--- config.mk ---
export PLATFORM = sky130hd
export DESIGN_NAME = lrm_div
export DESIGN_NICKNAME = d
export VERILOG_FILES = /design/src/design/lrm_pkg.sv /design/src/design/lrm_div.sv
export SDC_FILE = /design/constraint.sdc
export NUM_CORES = 1
export LEC_CHECK = 0
export BUFFER_PORTS_ARGS = -buffer_cell sky130_fd_sc_hd__buf_2
export CORE_ASPECT_RATIO = 1.75
export CORE_MARGIN = 5
export CORE_UTILIZATION = 56
export DETAILED_ROUTE_END_ITERATION = 8
export PLACE_DENSITY = 0.73
export SYNTH_ARGS = -nofsm -noshare
export SYNTH_HDL_FRONTEND = slang
export SYNTH_SLANG_ARGS = --single-unit
--- constraint.sdc ---
create_clock -name clk -period 4.95 [get_ports clk]
set_input_delay 0.99 -clock clk [delete_from_list [all_inputs] [get_ports clk]]
set_output_delay 0.99 -clock clk [all_outputs]
set_load 0.01 [all_outputs]
--- src/design/lrm_pkg.sv ---
// Shared types, constants and table-building functions for the logistic ramp mapper.
// No dependencies; every other design file imports this package.
`timescale 1ns / 1ps

package lrm_pkg;

	localparam int LRM_DATA_W      = 16;
	localparam int LRM_CURVE_DEPTH = 1024;
	localparam int LRM_QUOT_W      = 17;
	localparam int LRM_DIVD_W      = 33;
	localparam int LRM_ARG_SPAN    = 40960;
	localparam int LRM_HALF_Q16    = 32768;

	localparam longint LRM_Q30_ONE = longint'(1) <<< 30;
	localparam longint LRM_LN2_Q30 = longint'(744261118);

	typedef enum logic [2:0] {
		CFG_IN_LO    = 3'd0,
		CFG_IN_HI    = 3'd1,
		CFG_OUT_LO   = 3'd2,
		CFG_OUT_HI   = 3'd3,
		CFG_INV_MODE = 3'd4
	} lrm_cfg_idx_t;

	typedef struct packed {
		logic vld;
		logic degen;
		logic clip;
	} lrm_ctl_t;

	// {logit clip, logit argument + 10 in Q4.12, logistic value in Q0.16}
	typedef logic [32:0] lrm_rom_word_t;

	// Truncating shift-and-subtract division of non-negative n by positive d.
	// Used only while building tables.
	function automatic longint lrm_udiv(longint n, longint d);
		longint q;
		longint rem;
		q = 0;
		rem = 0;
		for (int b = 62; b >= 0; b--) begin
			rem = (rem <<< 1) | ((n >>> b) & longint'(1));
			if (rem >= d) begin
				rem = rem - d;
				q = q | (longint'(1) <<< b);
			end
		end
		return q;
	endfunction

	// Rounded division, ties away from zero. Used only while building tables.
	function automatic longint lrm_rdiv(longint n, longint d);
		longint nn;
		longint dd;
		nn = n;
		dd = d;
		if (dd < 0) begin
			nn = -nn;
			dd = -dd;
		end
		if (nn >= 0)
			return lrm_udiv(nn + (dd >>> 1), dd);
		return -lrm_udiv(-nn + (dd >>> 1), dd);
	endfunction

	// Logistic curve value for grid point idx of a table of depth entries.
	function automatic logic [15:0] lrm_logistic_entry(int idx, int depth);
		longint d1;
		longint t;
		longint big;
		longint k;
		longint r;
		longint sum;
		longint term;
		longint e_big;
		longint y;
		d1 = longint'(depth - 1);
		t = longint'(LRM_ARG_SPAN) - lrm_rdiv(longint'(idx) * LRM_ARG_SPAN, d1);
		big = t <<< 18;
		k = lrm_udiv(big, LRM_LN2_Q30);
		r = big - k * LRM_LN2_Q30;
		sum = LRM_Q30_ONE;
		term = LRM_Q30_ONE;
		for (int n = 1; n <= 13; n++) begin
			term = lrm_udiv((term * r) >>> 30, longint'(n));
			if (n[0])
				sum = sum - term;
			else
				sum = sum + term;
		end
		e_big = (k >= 62) ? longint'(0) : (sum >>> k);
		y = lrm_udiv((e_big <<< 16) + ((LRM_Q30_ONE + e_big) >>> 1),
			LRM_Q30_ONE + e_big);
		return y[15:0];
	endfunction

	// Natural logarithm of an integer v >= 1 in Q30.
	function automatic longint lrm_ln_q30(longint v);
		longint k;
		longint m;
		longint z;
		longint z2;
		longint p;
		longint sum;
		k = 0;
		sum = 0;
		for (int b = 0; b < 40; b++) begin
			if ((v >>> (k + 1)) != 0)
				k = k + 1;
		end
		m = (v <<< 30) >>> k;
		z = lrm_udiv((m - LRM_Q30_ONE) <<< 30, m + LRM_Q30_ONE);
		z2 = (z * z) >>> 30;
		p = z;
		for (int n = 1; n <= 29; n += 2) begin
			sum = sum + lrm_udiv(p, longint'(n));
			p = (p * z2) >>> 30;
		end
		return k * LRM_LN2_Q30 + 2 * sum;
	endfunction

	// Logit for grid point idx: {clip, argument offset by the span, 16 bits}.
	function automatic logic [16:0] lrm_logit_entry(int idx, int depth);
		longint d1;
		longint g;
		longint a;
		longint w;
		logic   clip;
		d1 = longint'(depth - 1);
		g = lrm_rdiv(longint'(idx) * LRM_HALF_Q16, d1);
		clip = 1'b0;
		if (g <= 0) begin
			a = -longint'(LRM_ARG_SPAN);
			clip = 1'b1;
		end else begin
			a = lrm_rdiv(lrm_ln_q30(g) - lrm_ln_q30(longint'(65536) - g),
				longint'(1) <<< 18);
			if (a < -longint'(LRM_ARG_SPAN)) begin
				a = -longint'(LRM_ARG_SPAN);
				clip = 1'b1;
			end
			if (a > 0) begin
				a = 0;
				clip = 1'b1;
			end
		end
		w = a + LRM_ARG_SPAN;
		return {clip, w[15:0]};
	endfunction

endpackage

--- src/design/lrm_div.sv ---
// Pipelined restoring divider, one quotient bit per stage, with overflow detection.
// Depends on lrm_pkg for widths and the control struct.
`timescale 1ns / 1ps

module lrm_div (
	input  logic                              clk,
	input  logic                              arst_n,
	input  lrm_pkg::lrm_ctl_t                 ctl_in,
	input  logic [lrm_pkg::LRM_DIVD_W-1:0]    dividend,
	input  logic [15:0]                       divisor,
	input  logic                              neg_in,
	output lrm_pkg::lrm_ctl_t                 ctl_out,
	output logic [lrm_pkg::LRM_QUOT_W-1:0]    quot,
	output logic                              ovf,
	output logic                              neg_out
);
	import lrm_pkg::*;

	localparam int QW = LRM_QUOT_W;

	lrm_ctl_t        ctl_s [QW+1];
	logic [15:0]     rem_s [QW+1];
	logic [QW-1:0]   low_s [QW+1];
	logic [QW-1:0]   quo_s [QW+1];
	logic            ovf_s [QW+1];
	logic            neg_s [QW+1];

	logic [16:0]     trial [QW];
	logic [16:0]     diff  [QW];
	logic            ge    [QW];

	always_comb begin
		for (int g = 0; g < QW; g++) begin
			trial[g] = {rem_s[g], low_s[g][QW-1]};
			diff[g]  = trial[g] - {1'b0, divisor};
			ge[g]    = trial[g] >= {1'b0, divisor};
		end
	end

	always_ff @(posedge clk or negedge arst_n) begin
		if (!arst_n) begin
			for (int g = 0; g <= QW; g++)
				ctl_s[g] <= '0;
		end else begin
			ctl_s[0] <= ctl_in;
			for (int g = 0; g < QW; g++)
				ctl_s[g+1] <= ctl_s[g];
		end
	end

	always_ff @(posedge clk) begin
		// Quotients of 2^17 or more only ever saturate, so they are flagged instead.
		ovf_s[0] <= dividend >= {divisor, {QW{1'b0}}};
		rem_s[0] <= dividend[LRM_DIVD_W-1:QW];
		low_s[0] <= dividend[QW-1:0];
		quo_s[0] <= '0;
		neg_s[0] <= neg_in;
		for (int g = 0; g < QW; g++) begin
			rem_s[g+1] <= ge[g] ? diff[g][15:0] : trial[g][15:0];
			low_s[g+1] <= {low_s[g][QW-2:0], 1'b0};
			quo_s[g+1] <= {quo_s[g][QW-2:0], ge[g]};
			ovf_s[g+1] <= ovf_s[g];
			neg_s[g+1] <= neg_s[g];
		end
	end

	assign ctl_out = ctl_s[QW];
	assign quot    = quo_s[QW];
	assign ovf     = ovf_s[QW];
	assign neg_out = neg_s[QW];

endmodule

Word level (Yosys, flattened, before mapping) --
Memory sizes are Yosys's and may differ from the RTL's. Index checks and enable logic that the tools add are counted. Widths: inputs -> output; s select.
Operators by class: add/sub/neg operators 17, order comparisons 18, multiplexer cells 17
Operators with widths (count):
- $ge 17x16->1 | 17
- $mux 16 | 17
- $sub 16x16->16 | 17
- $ge 33x33->1 | 1
Storage, ports and cells: bits in registers 54, memory bits (writable) 936, input port bits 55, output and inout bits 22, memories 5
Memory list:
- low_s | depth 18, bits a word 17, read ports 17, clocked after Yosys merged registers in 0, write ports 18, RTL line lrm_div.sv:23 | logic [QW-1:0] low_s [QW+1];
- quo_s | depth 18, bits a word 17, read ports 18, clocked after Yosys merged registers in 0, write ports 18, RTL line lrm_div.sv:24 | logic [QW-1:0] quo_s [QW+1];
- rem_s | depth 18, bits a word 16, read ports 17, clocked after Yosys merged registers in 0, write ports 18, RTL line lrm_div.sv:22 | logic [15:0] rem_s [QW+1];
- neg_s | depth 18, bits a word 1, read ports 18, clocked after Yosys merged registers in 0, write ports 18, RTL line lrm_div.sv:26 | logic neg_s [QW+1];
- ovf_s | depth 18, bits a word 1, read ports 18, clocked after Yosys merged registers in 0, write ports 18, RTL line lrm_div.sv:25 | logic ovf_s [QW+1];

Depth between registers and ports, before layout --
word-level depth 2, depth in mapped cells 12

Worst setup path before layout --
Ideal clock, no wire load.
path type input-to-reg, start input divisor[3], end memory rem_s[5][10], setup time 0.121 ns, arrival 3.531 ns, path slack 1.298 ns, stages 10, cell sequence inv_1 > ha_1 > a21o_1 > a21oi_1 > a21oi_1 > o22ai_4 > a21oi_2 > a2111oi_4 > buf_6 > mux2_4
RTL lines:
- start: declaration | RTL line lrm_div.sv:10 | input logic [15:0] divisor,
- end: declaration | RTL line lrm_div.sv:22

==> run metrics <==
outcome=complete, no violations; Finished Layout Cells=3723; max-cap viol count=0; average cell area after synthesis=10.5 um^2; post-synthesis mux area share=7.72%; Post-Route WL=76.7 mm; IO buf count=76; Arr. time, crit path=4.16 ns; Worst-path clk slew=0.07 ns; final slew viol count=0; CP top delay family=buffers and inverters; most frequent cells in the layout=614 x dfxtp_1, 288 x ha_1, 175 x nor2_1; simple-gate share of the synthesized area=10.2%; Core Area=0.0533 mm^2; commonest non-fill, non-tap cell in the layout=dfxtp_1; drt initial violations=987; Net Sw Frac=37.5%; Critical Path RT=5.45 ns; Post-Synthesis Cells=2845; placed cells=3612; Setup Fix Bufs, Post-CTS=0; TNS Setup=0 ns; number of synthesized register bits=668; CP cell instances=buf_2 -> inv_1 -> buf_4 -> ha_1 -> nand4_1 -> or3_1 -> a211oi_1 -> nor3_1 -> o21ai_2 -> buf_4 -> mux2_2; sequential share of the synthesized area=45.5%; area share of fa/ha/maj cells after synthesis=13.1%; CTS tree=yes; layout cells sized above 1=14.5%; Final Hold Viols=0; Clock Skew=0.0147 ns; unrepaired setup endpoints after global routing=no; Layout Utilization=62.9%; Worst Tran Pin Value=1.13 ns; Clk Latency, worst-skew pair=0.62 ns; largest family of logic cells by synthesized area=compound AO/OA/AOI/OAI gates; Startpoint Class=input port; power share of the clock group=19.3%; crit path kind=in -> reg; drt wl/cell=20.6 um; placed cell area=0.0314 mm^2; fin area=0.0335 mm^2; Switch Pwr=0.00950 W; met3 wire len=3.11 mm; Initial Util=56.3%; Post-DP HPWL=59.4 mm; Worst path slowest cell=inv_1; combinational share of power=48.1%; Pint=0.0159 W; fraction of registers with async set/reset=8.08%; # rows=112; Max Used Layer=met5; Fin Hold WS=0.320 ns; met1 WL=25.0 mm; power per cell area=756 mW/mm^2; via count=21972; maximum vdd drop=424 uV; Critical Path Fanout Max=17; sequential share of power=32.6%; warnings from Yosys=0; Lkg Pwr=14.7 nW; grt ovf=0; final setup fails=0; global-route wire length before repair=120 mm; die width=185 um; post-route ant nets=0; max incr delay on CP=0.49 ns; largest net degree at the start of global routing=55; Total GRT Usage=26.2%; Max-slew headroom=24.9%; DRT Pass-1 Iters=5; CTS HTree Levels=2; Final min period=3.66 ns; Top-Level Pins=77; post-synthesis xor/xnor area fraction=4.68%; post-cts repair resize count=0; Syn Nets=3204; Fmax=0.273 GHz; CP Capture Type=register; TritonCTS Sinks=668; cts bufs inserted=58; Area growth syn-to-layout=11.8%; Via density=5.90; Synth Cell Area=0.0300 mm^2; Top FF cell, synth=dfxtp_1; Placer Congestion=0.933; die area=0.0584 mm^2; Synth Area in Compound Gates=16.5%; Net count, final=3347; number of global-route vias before repair=22856; met2 WL=39.9 mm; number of flops mapped to enable cells by yosys=0; buffers plus inverters on the worst setup path=4; hold_buf cts=0; clock tree root buffer cell=clkbuf_16; Max Buffers Root-to-Sink=3; Tcrit/Tclk final=73.9%; initial antenna violation count=3; Die Y=316 um; DR DRC count=0; most used cell, CP=buf_4; Synth cell types=87; Hold WC Path Type=reg -> reg
==> cell type report <==
| type | instances | area [um^2] |
|---|---|---|
| Multi-Input combinational cell | 2011 | 15600 |
| Antenna cell | 2 | 5.00 |
| Inverter | 120 | 450 |
| Fill cell | 4348 | 19700 |
| Clock inverter | 32 | 480 |
| Timing Repair Buffer | 129 | 803 |
| Clock buffer | 77 | 1640 |
| Tap cell | 684 | 856 |
| Sequential cell | 668 | 13600 |
==> final timing paths <==
kind                                    start            to  slack (ns)  cells past startpoint
worst max-delay path              divisor[10]   rem_s[1][8]        1.29                     11
worst min-delay path             quo_s[13][3]  quo_s[14][4]        0.32                      0
worst max register to register  low_s[11][16]  rem_s[12][2]        1.79                     10
worst min register to register   quo_s[13][3]  quo_s[14][4]        0.32                      0
max in group asynchronous              arst_n     ctl_s[47]        3.66                      1
min in group asynchronous              arst_n      ctl_s[4]        0.60                      1
==> power groups by stage <==
stage          Clock (W)  Sequential, W  Combinational, W
6_report         0.00489        0.00827            0.0122
5_1_grt          0.00525        0.00839            0.0134
4_1_cts          0.00502        0.00826            0.0122
3_5_place_dp           0        0.00837            0.0120
3_3_place_gp           0        0.00835            0.0117
2_1_floorplan          0        0.00783           0.00955
==> registers in the layout, indices dropped and copies added, names as in the netlist <==
name,flops
ctl_s,51
low_s,153
neg_s,18
rem_s,272
quo_s,153
ctl_out,3
ovf_s,18
==> layer usage <==
| metal | vias to the layer above | global-route usage [%] |
|---|---|---|
| li1 | 10623 | - |
| met2 | 646 | 48.3 |
| met4 | 2 | 23.9 |
| met1 | 10348 | 24.2 |
| met5 | - | 0 |
| met3 | 353 | 3.72 |
==> per-stage QoR <==
stage,total power (W),setup WS (ns)
floorplan,0.0174,1.30
global placement,0.0201,0.699
detailed placement,0.0204,0.685
CTS,0.0254,1.31
global route,0.0271,1.11
finish,0.0253,1.29
==> synth_stat cells (all sizes together), types with 46 or more instances <==
cell type  instances  area [um^2]
a21o              64          480
a21oi            175          891
dfrtp             54         1350
dfxtp            614        12300
ha               288         3600
inv              120          450
mux2             167         1900
nand2            126          473
nand3             46          230
nor2             175          657
nor2b             53          332
nor3              54          275
o21a              78          586
o21ai            145          741
xnor2            106          928
xor2              54          473
==> cells by family after synthesis <==
kind of cell	after synthesis
simple gates	618
mux	208
fa+ha+maj	304
compound gates	721
flops	668
xor+xnor	160
buf+inv	166
No activity file was read; power rests on OpenSTA's default activity.
