### src/design/lrm_pkg.sv
// Shared types, constants and table-building functions for the logistic ramp mapper.
// No dependencies; every other design file imports this package.
`timescale 1ns / 1ps

package lrm_pkg;

	localparam int LRM_DATA_W      = 16;
	localparam int LRM_CURVE_DEPTH = 1024;
	localparam int LRM_QUOT_W      = 17;
	localparam int LRM_DIVD_W      = 33;
	localparam int LRM_ARG_SPAN    = 40960;
	localparam int LRM_HALF_Q16    = 32768;

	localparam longint LRM_Q30_ONE = longint'(1) <<< 30;
	localparam longint LRM_LN2_Q30 = longint'(744261118);

	typedef enum logic [2:0] {
		CFG_IN_LO    = 3'd0,
		CFG_IN_HI    = 3'd1,
		CFG_OUT_LO   = 3'd2,
		CFG_OUT_HI   = 3'd3,
		CFG_INV_MODE = 3'd4
	} lrm_cfg_idx_t;

	typedef struct packed {
		logic vld;
		logic degen;
		logic clip;
	} lrm_ctl_t;

	// {logit clip, logit argument + 10 in Q4.12, logistic value in Q0.16}
	typedef logic [32:0] lrm_rom_word_t;

	// Truncating shift-and-subtract division of non-negative n by positive d.
	// Used only while building tables.
	function automatic longint lrm_udiv(longint n, longint d);
		longint q;
		longint rem;
		q = 0;
		rem = 0;
		for (int b = 62; b >= 0; b--) begin
			rem = (rem <<< 1) | ((n >>> b) & longint'(1));
			if (rem >= d) begin
				rem = rem - d;
				q = q | (longint'(1) <<< b);
			end
		end
		return q;
	endfunction

	// Rounded division, ties away from zero. Used only while building tables.
	function automatic longint lrm_rdiv(longint n, longint d);
		longint nn;
		longint dd;
		nn = n;
		dd = d;
		if (dd < 0) begin
			nn = -nn;
			dd = -dd;
		end
		if (nn >= 0)
			return lrm_udiv(nn + (dd >>> 1), dd);
		return -lrm_udiv(-nn + (dd >>> 1), dd);
	endfunction

	// Logistic curve value for grid point idx of a table of depth entries.
	function automatic logic [15:0] lrm_logistic_entry(int idx, int depth);
		longint d1;
		longint t;
		longint big;
		longint k;
		longint r;
		longint sum;
		longint term;
		longint e_big;
		longint y;
		d1 = longint'(depth - 1);
		t = longint'(LRM_ARG_SPAN) - lrm_rdiv(longint'(idx) * LRM_ARG_SPAN, d1);
		big = t <<< 18;
		k = lrm_udiv(big, LRM_LN2_Q30);
		r = big - k * LRM_LN2_Q30;
		sum = LRM_Q30_ONE;
		term = LRM_Q30_ONE;
		for (int n = 1; n <= 13; n++) begin
			term = lrm_udiv((term * r) >>> 30, longint'(n));
			if (n[0])
				sum = sum - term;
			else
				sum = sum + term;
		end
		e_big = (k >= 62) ? longint'(0) : (sum >>> k);
		y = lrm_udiv((e_big <<< 16) + ((LRM_Q30_ONE + e_big) >>> 1),
			LRM_Q30_ONE + e_big);
		return y[15:0];
	endfunction

	// Natural logarithm of an integer v >= 1 in Q30.
	function automatic longint lrm_ln_q30(longint v);
		longint k;
		longint m;
		longint z;
		longint z2;
		longint p;
		longint sum;
		k = 0;
		sum = 0;
		for (int b = 0; b < 40; b++) begin
			if ((v >>> (k + 1)) != 0)
				k = k + 1;
		end
		m = (v <<< 30) >>> k;
		z = lrm_udiv((m - LRM_Q30_ONE) <<< 30, m + LRM_Q30_ONE);
		z2 = (z * z) >>> 30;
		p = z;
		for (int n = 1; n <= 29; n += 2) begin
			sum = sum + lrm_udiv(p, longint'(n));
			p = (p * z2) >>> 30;
		end
		return k * LRM_LN2_Q30 + 2 * sum;
	endfunction

	// Logit for grid point idx: {clip, argument offset by the span, 16 bits}.
	function automatic logic [16:0] lrm_logit_entry(int idx, int depth);
		longint d1;
		longint g;
		longint a;
		longint w;
		logic   clip;
		d1 = longint'(depth - 1);
		g = lrm_rdiv(longint'(idx) * LRM_HALF_Q16, d1);
		clip = 1'b0;
		if (g <= 0) begin
			a = -longint'(LRM_ARG_SPAN);
			clip = 1'b1;
		end else begin
			a = lrm_rdiv(lrm_ln_q30(g) - lrm_ln_q30(longint'(65536) - g),
				longint'(1) <<< 18);
			if (a < -longint'(LRM_ARG_SPAN)) begin
				a = -longint'(LRM_ARG_SPAN);
				clip = 1'b1;
			end
			if (a > 0) begin
				a = 0;
				clip = 1'b1;
			end
		end
		w = a + LRM_ARG_SPAN;
		return {clip, w[15:0]};
	endfunction

endpackage

### src/design/lrm_post.sv
// Output scaling: curve value times the result span, rounding, offset and saturation.
// Depends on lrm_pkg for the control struct and the table word layout.
`timescale 1ns / 1ps

module lrm_post (
	input  logic                        clk,
	input  logic                        arst_n,
	input  lrm_pkg::lrm_ctl_t           ctl_in,
	input  lrm_pkg::lrm_rom_word_t      word,
	input  logic                        inv_mode,
	input  logic signed [15:0]          out_lo,
	input  logic signed [15:0]          out_hi,
	output logic                        done,
	output logic signed [15:0]          mapped,
	output logic                        clipped
);
	import lrm_pkg::*;

	localparam logic [41:0] RecipFive = 42'd3355444;

	logic signed [16:0] span;
	logic [16:0]        span_n;
	logic [15:0]        span_mag;
	logic [15:0]        val;
	logic [32:0]        rnd;
	logic [41:0]        rprod;
	logic signed [18:0] offs;
	logic signed [18:0] sres;

	lrm_ctl_t           ctl_s1, ctl_s2, ctl_s3;
	logic [31:0]        mag_s1;
	logic               neg_s1, neg_s2, neg_s3;
	logic [19:0]        v_s2;
	logic [17:0]        mag_s3;

	logic               done_q;
	logic signed [15:0] mapped_q;
	logic               clipped_q;

	assign span     = {out_hi[15], out_hi} - {out_lo[15], out_lo};
	assign span_n   = -span;
	assign span_mag = span[16] ? span_n[15:0] : span[15:0];
	assign val      = inv_mode ? word[31:16] : word[15:0];
	assign rnd      = {1'b0, mag_s1} + (inv_mode ? 33'd20480 : 33'd16384);
	assign rprod    = 42'(v_s2) * RecipFive;
	assign offs     = neg_s3 ? -$signed({1'b0, mag_s3}) : $signed({1'b0, mag_s3});
	assign sres     = {{3{out_lo[15]}}, out_lo} + offs;

	always_ff @(posedge clk or negedge arst_n) begin
		if (!arst_n) begin
			ctl_s1 <= '0;
			ctl_s2 <= '0;
			ctl_s3 <= '0;
			done_q <= 1'b0;
		end else begin
			ctl_s1 <= '{vld: ctl_in.vld, degen: ctl_in.degen,
				clip: ctl_in.clip | (inv_mode & word[32])};
			ctl_s2 <= ctl_s1;
			ctl_s3 <= ctl_s2;
			done_q <= ctl_s3.vld;
		end
	end

	always_ff @(posedge clk) begin
		mag_s1 <= 32'(val) * 32'(span_mag);
		neg_s1 <= span[16];
		// Forward divides by 2^15; inverse divides by 2^13 here and by five next.
		v_s2   <= inv_mode ? rnd[32:13] : 20'(rnd[32:15]);
		neg_s2 <= neg_s1;
		mag_s3 <= inv_mode ? rprod[24 +: 18] : v_s2[17:0];
		neg_s3 <= neg_s2;
		if (ctl_s3.degen) begin
			mapped_q  <= out_lo;
			clipped_q <= 1'b1;
		end else if (sres > 19'sd32767) begin
			mapped_q  <= 16'sh7fff;
			clipped_q <= 1'b1;
		end else if (sres < -19'sd32768) begin
			mapped_q  <= -16'sh8000;
			clipped_q <= 1'b1;
		end else begin
			mapped_q  <= sres[15:0];
			clipped_q <= ctl_s3.clip;
		end
	end

	assign done    = done_q;
	assign mapped  = mapped_q;
	assign clipped = clipped_q;

endmodule

### config.mk
export PLATFORM = sky130hd
export DESIGN_NAME = lrm_post
export DESIGN_NICKNAME = d
export VERILOG_FILES = /design/src/design/lrm_pkg.sv /design/src/design/lrm_post.sv
export SDC_FILE = /design/constraint.sdc
export NUM_CORES = 1
export LEC_CHECK = 0
export BUFFER_PORTS_ARGS = -buffer_cell sky130_fd_sc_hd__buf_2
export CORE_UTILIZATION = 45
export DETAILED_ROUTE_END_ITERATION = 8
export PLACE_DENSITY = 0.64
export SYNTH_ARGS = -nofsm -noshare
export SYNTH_HDL_FRONTEND = slang
export SYNTH_SLANG_ARGS = --single-unit
### constraint.sdc
create_clock -name clk -period 6.03 [get_ports clk]
set_clock_uncertainty 0.1 [all_clocks]
set_input_delay 1.206 -clock clk [delete_from_list [all_inputs] [get_ports clk]]
set_output_delay 1.206 -clock clk [all_outputs]
set_load 0.02 [all_outputs]
# Word-level counts from Yosys, hierarchy flattened

Index checks and enable logic that the tools add are counted.

Output and inout bits: 18
Bits in registers: 100

Reduce and logical (&&, ||, !) cells: 1
Bitwise operators: 2
Multiplexer cells: 9
Add/sub/neg operators: 5
Multiply operators: 2
Magnitude comparators: 2

Operators by type and width:

| cell                                                                              | number |
|---|---|
| 16-bit 2-to-1 mux                                                                 | 5 |
| 20-bit by 20-bit multiplier with 40-bit output, second input constant             | 1 |
| 18-bit 2-to-1 mux                                                                 | 2 |
| 32-bit by 15-bit adder with 33-bit output                                         | 1 |
| 16-bit by 16-bit multiplier with 32-bit output                                    | 1 |
| 19-bit adder                                                                      | 1 |
| 19-bit by 16-bit greater-than comparator with 1-bit output, second input constant | 1 |
| 19-bit by 16-bit < comparator with 1-bit output, second input constant            | 1 |
| 19-bit 2-to-1 mux                                                                 | 1 |
| 18-bit negator with 19-bit output                                                 | 1 |
| 16-bit by 16-bit subtractor with 17-bit output                                    | 1 |
| 16-bit negator                                                                    | 1 |
| 13-bit 2-to-1 mux                                                                 | 1 |
| 3-bit OR reduction                                                                | 1 |
| 1-bit AND                                                                         | 1 |
| 1-bit OR                                                                          | 1 |

# Logic depth before layout (Yosys ltp)

Depth in word-level cells: 7
Gate-level depth with buffers: 39
Gate-level depth less buffers: 38

# Least setup slack after synthesis

Ideal clock, no wire load.

Path type: in2reg
Start: in out_hi[0]
End: reg mag_s1[22]
Stages: 38
Data required time: 5.858 ns
Buffers on the path: 2
Arrival time: 9.565 ns
Slack: -3.707 ns
Path through: inv_1 -> ha_1 -> fa_1 -> nor2b_1 -> o31a_1 -> a41oi_2 -> o41ai_4 -> a211oi_2 -> nand2_1 -> and2_1 -> clkbuf_1 -> inv_1 -> o21ai_1 -> xnor2_1 -> clkbuf_1 -> nand2_1 -> fa_1 -> inv_1 -> [... 2 more ...] -> fa_1 -> inv_1 -> fa_1 -> fa_1 -> inv_1 -> fa_1 -> inv_1 -> ha_1 -> a21o_1 -> a21o_1 -> a21oi_1 -> nand3_1 -> o211ai_1 -> a21boi_0 -> or2_2 -> a21o_1 -> a311oi_1 -> xnor2_1

Elaborated cells between the ends (all ways): 4
Classes of those cells: add/sub (2); mul (1); mux (1)

RTL lines:

| element                                        | line           | source |
|---|---|---|
| start: declaration                             | lrm_post.sv:12 | `input logic signed [15:0] out_hi,` |
| 16-bit by 16-bit subtractor with 17-bit output | lrm_post.sv:40 | `assign span = {out_hi[15], out_hi} - {out_lo[15], out_lo};` |
| net span[16]                                   | lrm_post.sv:21 | `logic signed [16:0] span;` |
| 16-bit 2-to-1 mux                              | lrm_post.sv:42 | `assign span_mag = span[16] ? span_n[15:0] : span[15:0];` |
| 16-bit by 16-bit multiplier with 32-bit output | lrm_post.sv:65 | `mag_s1 <= 32'(val) * 32'(span_mag);` |
| end signal: assignment                         | lrm_post.sv:65 |  |
| end: declaration                               | lrm_post.sv:31 | `logic [31:0] mag_s1;` |

The timed path passes the listed nets, and every way through them passes these cells.
A chain may end at the register's enable or synchronous reset.

# Final worst setup path

Start: in out_hi[0]
End: reg mag_s1[29]

Cells in the longest elaborated chain, start to end: 4

Ends and longest elaborated chain:

| element                                          | line           | source |
|---|---|---|
| 16-bit by 16-bit subtractor with 17-bit output * | lrm_post.sv:40 |  |
| 16-bit negator                                   | lrm_post.sv:41 | `assign span_n = -span;` |
| 16-bit 2-to-1 mux *                              | lrm_post.sv:42 |  |
| 16-bit by 16-bit multiplier with 32-bit output * | lrm_post.sv:65 |  |

Mark *: on every way between the ends. The rest lies on a longest branch, timed or not.

==> impl_metrics.env <==
export IMPL_status="finished, violations left"
export IMPL_violations="setup timing"
export IMPL_seq_area_frac_synth_pct=8.648
export IMPL_setup_violations=28
export IMPL_cp_slowest_cell="or4b_4"
export IMPL_worst_path_max_fanout=7
export IMPL_grt_max_degree=55
export IMPL_io_pins=89
export IMPL_critical_path_class="in -> reg"
export IMPL_synth_edff_count=0
export IMPL_path_clk_slew_ps=70
export IMPL_worstPathArrival_ps=8990
export IMPL_core_mm2=0.04567
export IMPL_max_slew_worst_pin_slew_ps=1007
export IMPL_cp_end_kind="flop"
export IMPL_ys_warn_count=0
export IMPL_num_nets_final=3571
export IMPL_final_util_pct=59.13
export IMPL_gr_total_overflow=0
export IMPL_hpwl_um=51410
export IMPL_worst_slack_ps=-2752
export IMPL_fmax_ghz=0.1139
export IMPL_grt_pass1_wl_um=97410
export IMPL_cpMostUsedCell="fa_1"
export IMPL_max_stage_delay_ps=600
export IMPL_cts_max_path_buffers=2
export IMPL_viasPerCell=5.264
export IMPL_n_antenna_cell=0
export IMPL_place_ws_ps=-3352
export IMPL_stdcell_count=3433
export IMPL_slew_violations=0
export IMPL_grt_pass1_vias=19176
export IMPL_max_cap_viol_count=0
export IMPL_postSynthAreaPerCell_um2=8.953
export IMPL_num_rows=78
export IMPL_async_flop_share_pct=11.36
export IMPL_startpoint_type="primary input"
export IMPL_ctsRootBufferMaster="clkbuf_16"
export IMPL_multi_input_comb_area_mm2=0.01813
export IMPL_ys_ff_latch=88
export IMPL_hold_viol=0
export IMPL_rsz0062_at_grt="true"
export IMPL_cts_buffers=9
export IMPL_htreeDepth=3
export IMPL_dr_pass1_iters=5
export IMPL_ys_types=76
export IMPL_syn_inst=2340
export IMPL_maxSlewHeadroom_pct=32.88
export IMPL_synth_area_mm2=0.02095
export IMPL_regArea_mm2=0.001854
export IMPL_routedWlPerCell_um=17.58
export IMPL_path_buf_inv=7
export IMPL_dp_cells=3364
export IMPL_cts_tree="yes"
export IMPL_grt_use_total_pct=26.36
export IMPL_die_h_um=217.8
export IMPL_critPathRequiredTime_ps=6230
export IMPL_cts_sinks=88
export IMPL_die_area_mm2=0.04742
export IMPL_finalCriticalPeriod_ps=8782
export IMPL_fillCellCount=3969
export IMPL_die_x_um=217.8
export IMPL_layout_drive_gt1_share_pct=27.99
export IMPL_antenna_found_initial=1
export IMPL_clock_latency_ps=390
export IMPL_ant_nets=0
export IMPL_start_util_pct=45.87
export IMPL_initialDrtViolationCount=1254
export IMPL_cts_hold_buf=0
export IMPL_tns_ps=-49510
export IMPL_via_count=18073
export IMPL_min_path_type="reg -> reg"
export IMPL_wirelength_um=60350
export IMPL_ys_flop_type="dfxtp_1"
export IMPL_io_buffers=88
export IMPL_routabilityCongestion=0.9761
export IMPL_final_period_utilization_pct=145.6
export IMPL_drc=0
export IMPL_critical_path_top_delay_family="adder cells"
export IMPL_area_growth_synth_to_final_pct=28.91
export IMPL_syn_nets=3083
-- repair_timing --
| action | CTS | global route |
|---|---|---|
| gates resized for setup | 145 | 121 |
| hold endpoints to repair | 0 | 0 |
| pin swaps | 99 | 80 |
| cloned | 1 | 0 |
| buffers inserted | 45 | 20 |
| setup endpoints to repair | 37 | 37 |
-- worst reg2reg max path, delay by kind of cell (launching register included) --
family / cells / cell delay (ps)
adder cells (fa/ha/maj): 8 / 3270
AO/OA/AOI/OAI: 6 / 1160
buffers and inverters: 6 / 450
AND/OR/NAND/NOR: 2 / 410
flip-flops: 1 / 380
multiplexers: 1 / 260
XOR/XNOR: 1 / 100
-- kinds of logic after synthesis --
family	Yosys count	share of synthesized area (%)
and+or+nand+nor	552	12.61
DFF	88	8.648
muxes	46	2.353
adders and majority gates	672	52.10
buffers and inverters	575	10.46
xor gates and xnor gates	107	4.473
AOI/OAI and AO/OA	300	9.353
-- cell usage after synthesis, types with 4 or more instances --
| cell | instances | area share [%] |
|---|---|---|
| a21boi_0 | 8 | 0.29 |
| nand2_1 | 177 | 3.2 |
| ha_1 | 338 | 20 |
| o21ai_1 | 4 | 0.096 |
| a31oi_1 | 13 | 0.39 |
| mux2_1 | 5 | 0.27 |
| dfxtp_1 | 78 | 7.5 |
| inv_1 | 512 | 9.2 |
| mux2_2 | 21 | 1.1 |
| or3_1 | 18 | 0.54 |
| or4_1 | 12 | 0.43 |
| mux2i_1 | 20 | 0.96 |
| dfrtp_1 | 10 | 1.2 |
| o41ai_1 | 4 | 0.17 |
| nand2b_1 | 26 | 0.78 |
| xnor2_1 | 69 | 2.9 |
| or2_2 | 7 | 0.21 |
| and2_1 | 21 | 0.63 |
| buf_1 | 6 | 0.11 |
| a311oi_1 | 4 | 0.17 |
| nor4_1 | 5 | 0.15 |
| clkbuf_1 | 49 | 0.88 |
| fa_1 | 334 | 32 |
| nand4_1 | 25 | 0.75 |
| a21o_1 | 33 | 1.2 |
| a31o_2 | 4 | 0.17 |
| nand3_1 | 39 | 0.93 |
| nor3b_1 | 4 | 0.14 |
| o21bai_1 | 4 | 0.14 |
| nor2_1 | 133 | 2.4 |
| o211ai_1 | 6 | 0.21 |
| o21ai_0 | 64 | 1.5 |
| o21a_1 | 15 | 0.54 |
| nor2b_1 | 14 | 0.42 |
| a211oi_1 | 21 | 0.75 |
| and3_1 | 15 | 0.45 |
| xor2_1 | 38 | 1.6 |
| a21oi_1 | 81 | 1.9 |
| o31ai_1 | 13 | 0.47 |
| nor3_1 | 42 | 1.0 |
-- cells in the final DEF (no fill, tap or decap), types with 9 or more instances in the layout --
cell type / Yosys / layout
a211oi_1: 21 / 19
a21o_1: 33 / 32
a21oi_1: 81 / 66
a21oi_2: 0 / 13
and2_1: 21 / 18
and3_1: 15 / 12
buf_2: 2 / 85
buf_4: 0 / 418
buf_6: 2 / 30
clkbuf_16: 0 / 9
dfrtp_1: 10 / 10
dfxtp_1: 78 / 62
dfxtp_4: 0 / 9
fa_1: 334 / 322
fa_2: 0 / 12
ha_1: 338 / 300
ha_4: 0 / 33
inv_1: 512 / 484
inv_2: 0 / 22
mux2_2: 21 / 13
mux2i_1: 20 / 20
nand2_1: 177 / 165
nand2_2: 0 / 10
nand2b_1: 26 / 23
nand3_1: 39 / 38
nand4_1: 25 / 25
nor2_1: 133 / 119
nor2_2: 0 / 10
nor2b_1: 14 / 12
nor3_1: 42 / 40
o21a_1: 15 / 15
o21ai_0: 64 / 50
o21ai_1: 4 / 12
o31ai_1: 13 / 10
or3_1: 18 / 17
or4_1: 12 / 12
xnor2_1: 69 / 62
xor2_1: 38 / 35
-- registers in the layout, indices dropped and copies added, names as in the netlist, 3 cells and up --
name and count:
mag_s3 18, ctl_s1 3, ctl_s2 3, mapped 16
ctl_s3 3, v_s2 20, mag_s1 20
-- area by class of cell --
type	instances	share of cell area [%]
clock buffer	10	0.8479
clock inverter	6	0.2548
inverter	512	7.251
multi-input combinational	1678	67.15
sequential	88	6.866
tap	600	2.780
timing repair buffer	539	14.85
-- through the flow --
stage / cell area, µm² / hold slack [ps]
floorplan: 21210 / 209.6
global placement: 25100 / 210.7
detailed placement: 25100 / 212.1
CTS: 26400 / 227.9
global route: 27010 / 236.6
finish: 27010 / 223.9
-- layer usage --
metal  track usage (%)  share of wire (%)  vias up
li1                  -                  -     8494
met1             34.36                 43     8982
met2             45.65                 49      491
met3             3.152                4.7      106
met4             7.809                2.8        0
met5                 0                  0        -
-- final timing paths --
kind	slack [ps]	cells past startpoint	from	endpoint
worst min register to register	220	0	neg_s2	neg_s3
worst min-delay path	220	0	neg_s2	neg_s3
worst max register to register	-210	24	v_s2[10]	mag_s3[11]
min in group asynchronous	570	1	arst_n	ctl_s3[0]
max in group asynchronous	5080	1	arst_n	ctl_s1[2]
worst max-delay path	-2750	37	out_hi[0]	mag_s1[29]
Power is left out: the tool's default activity adds up to more than one toggle a clock period on the data nets, which glitch-free logic cannot reach.
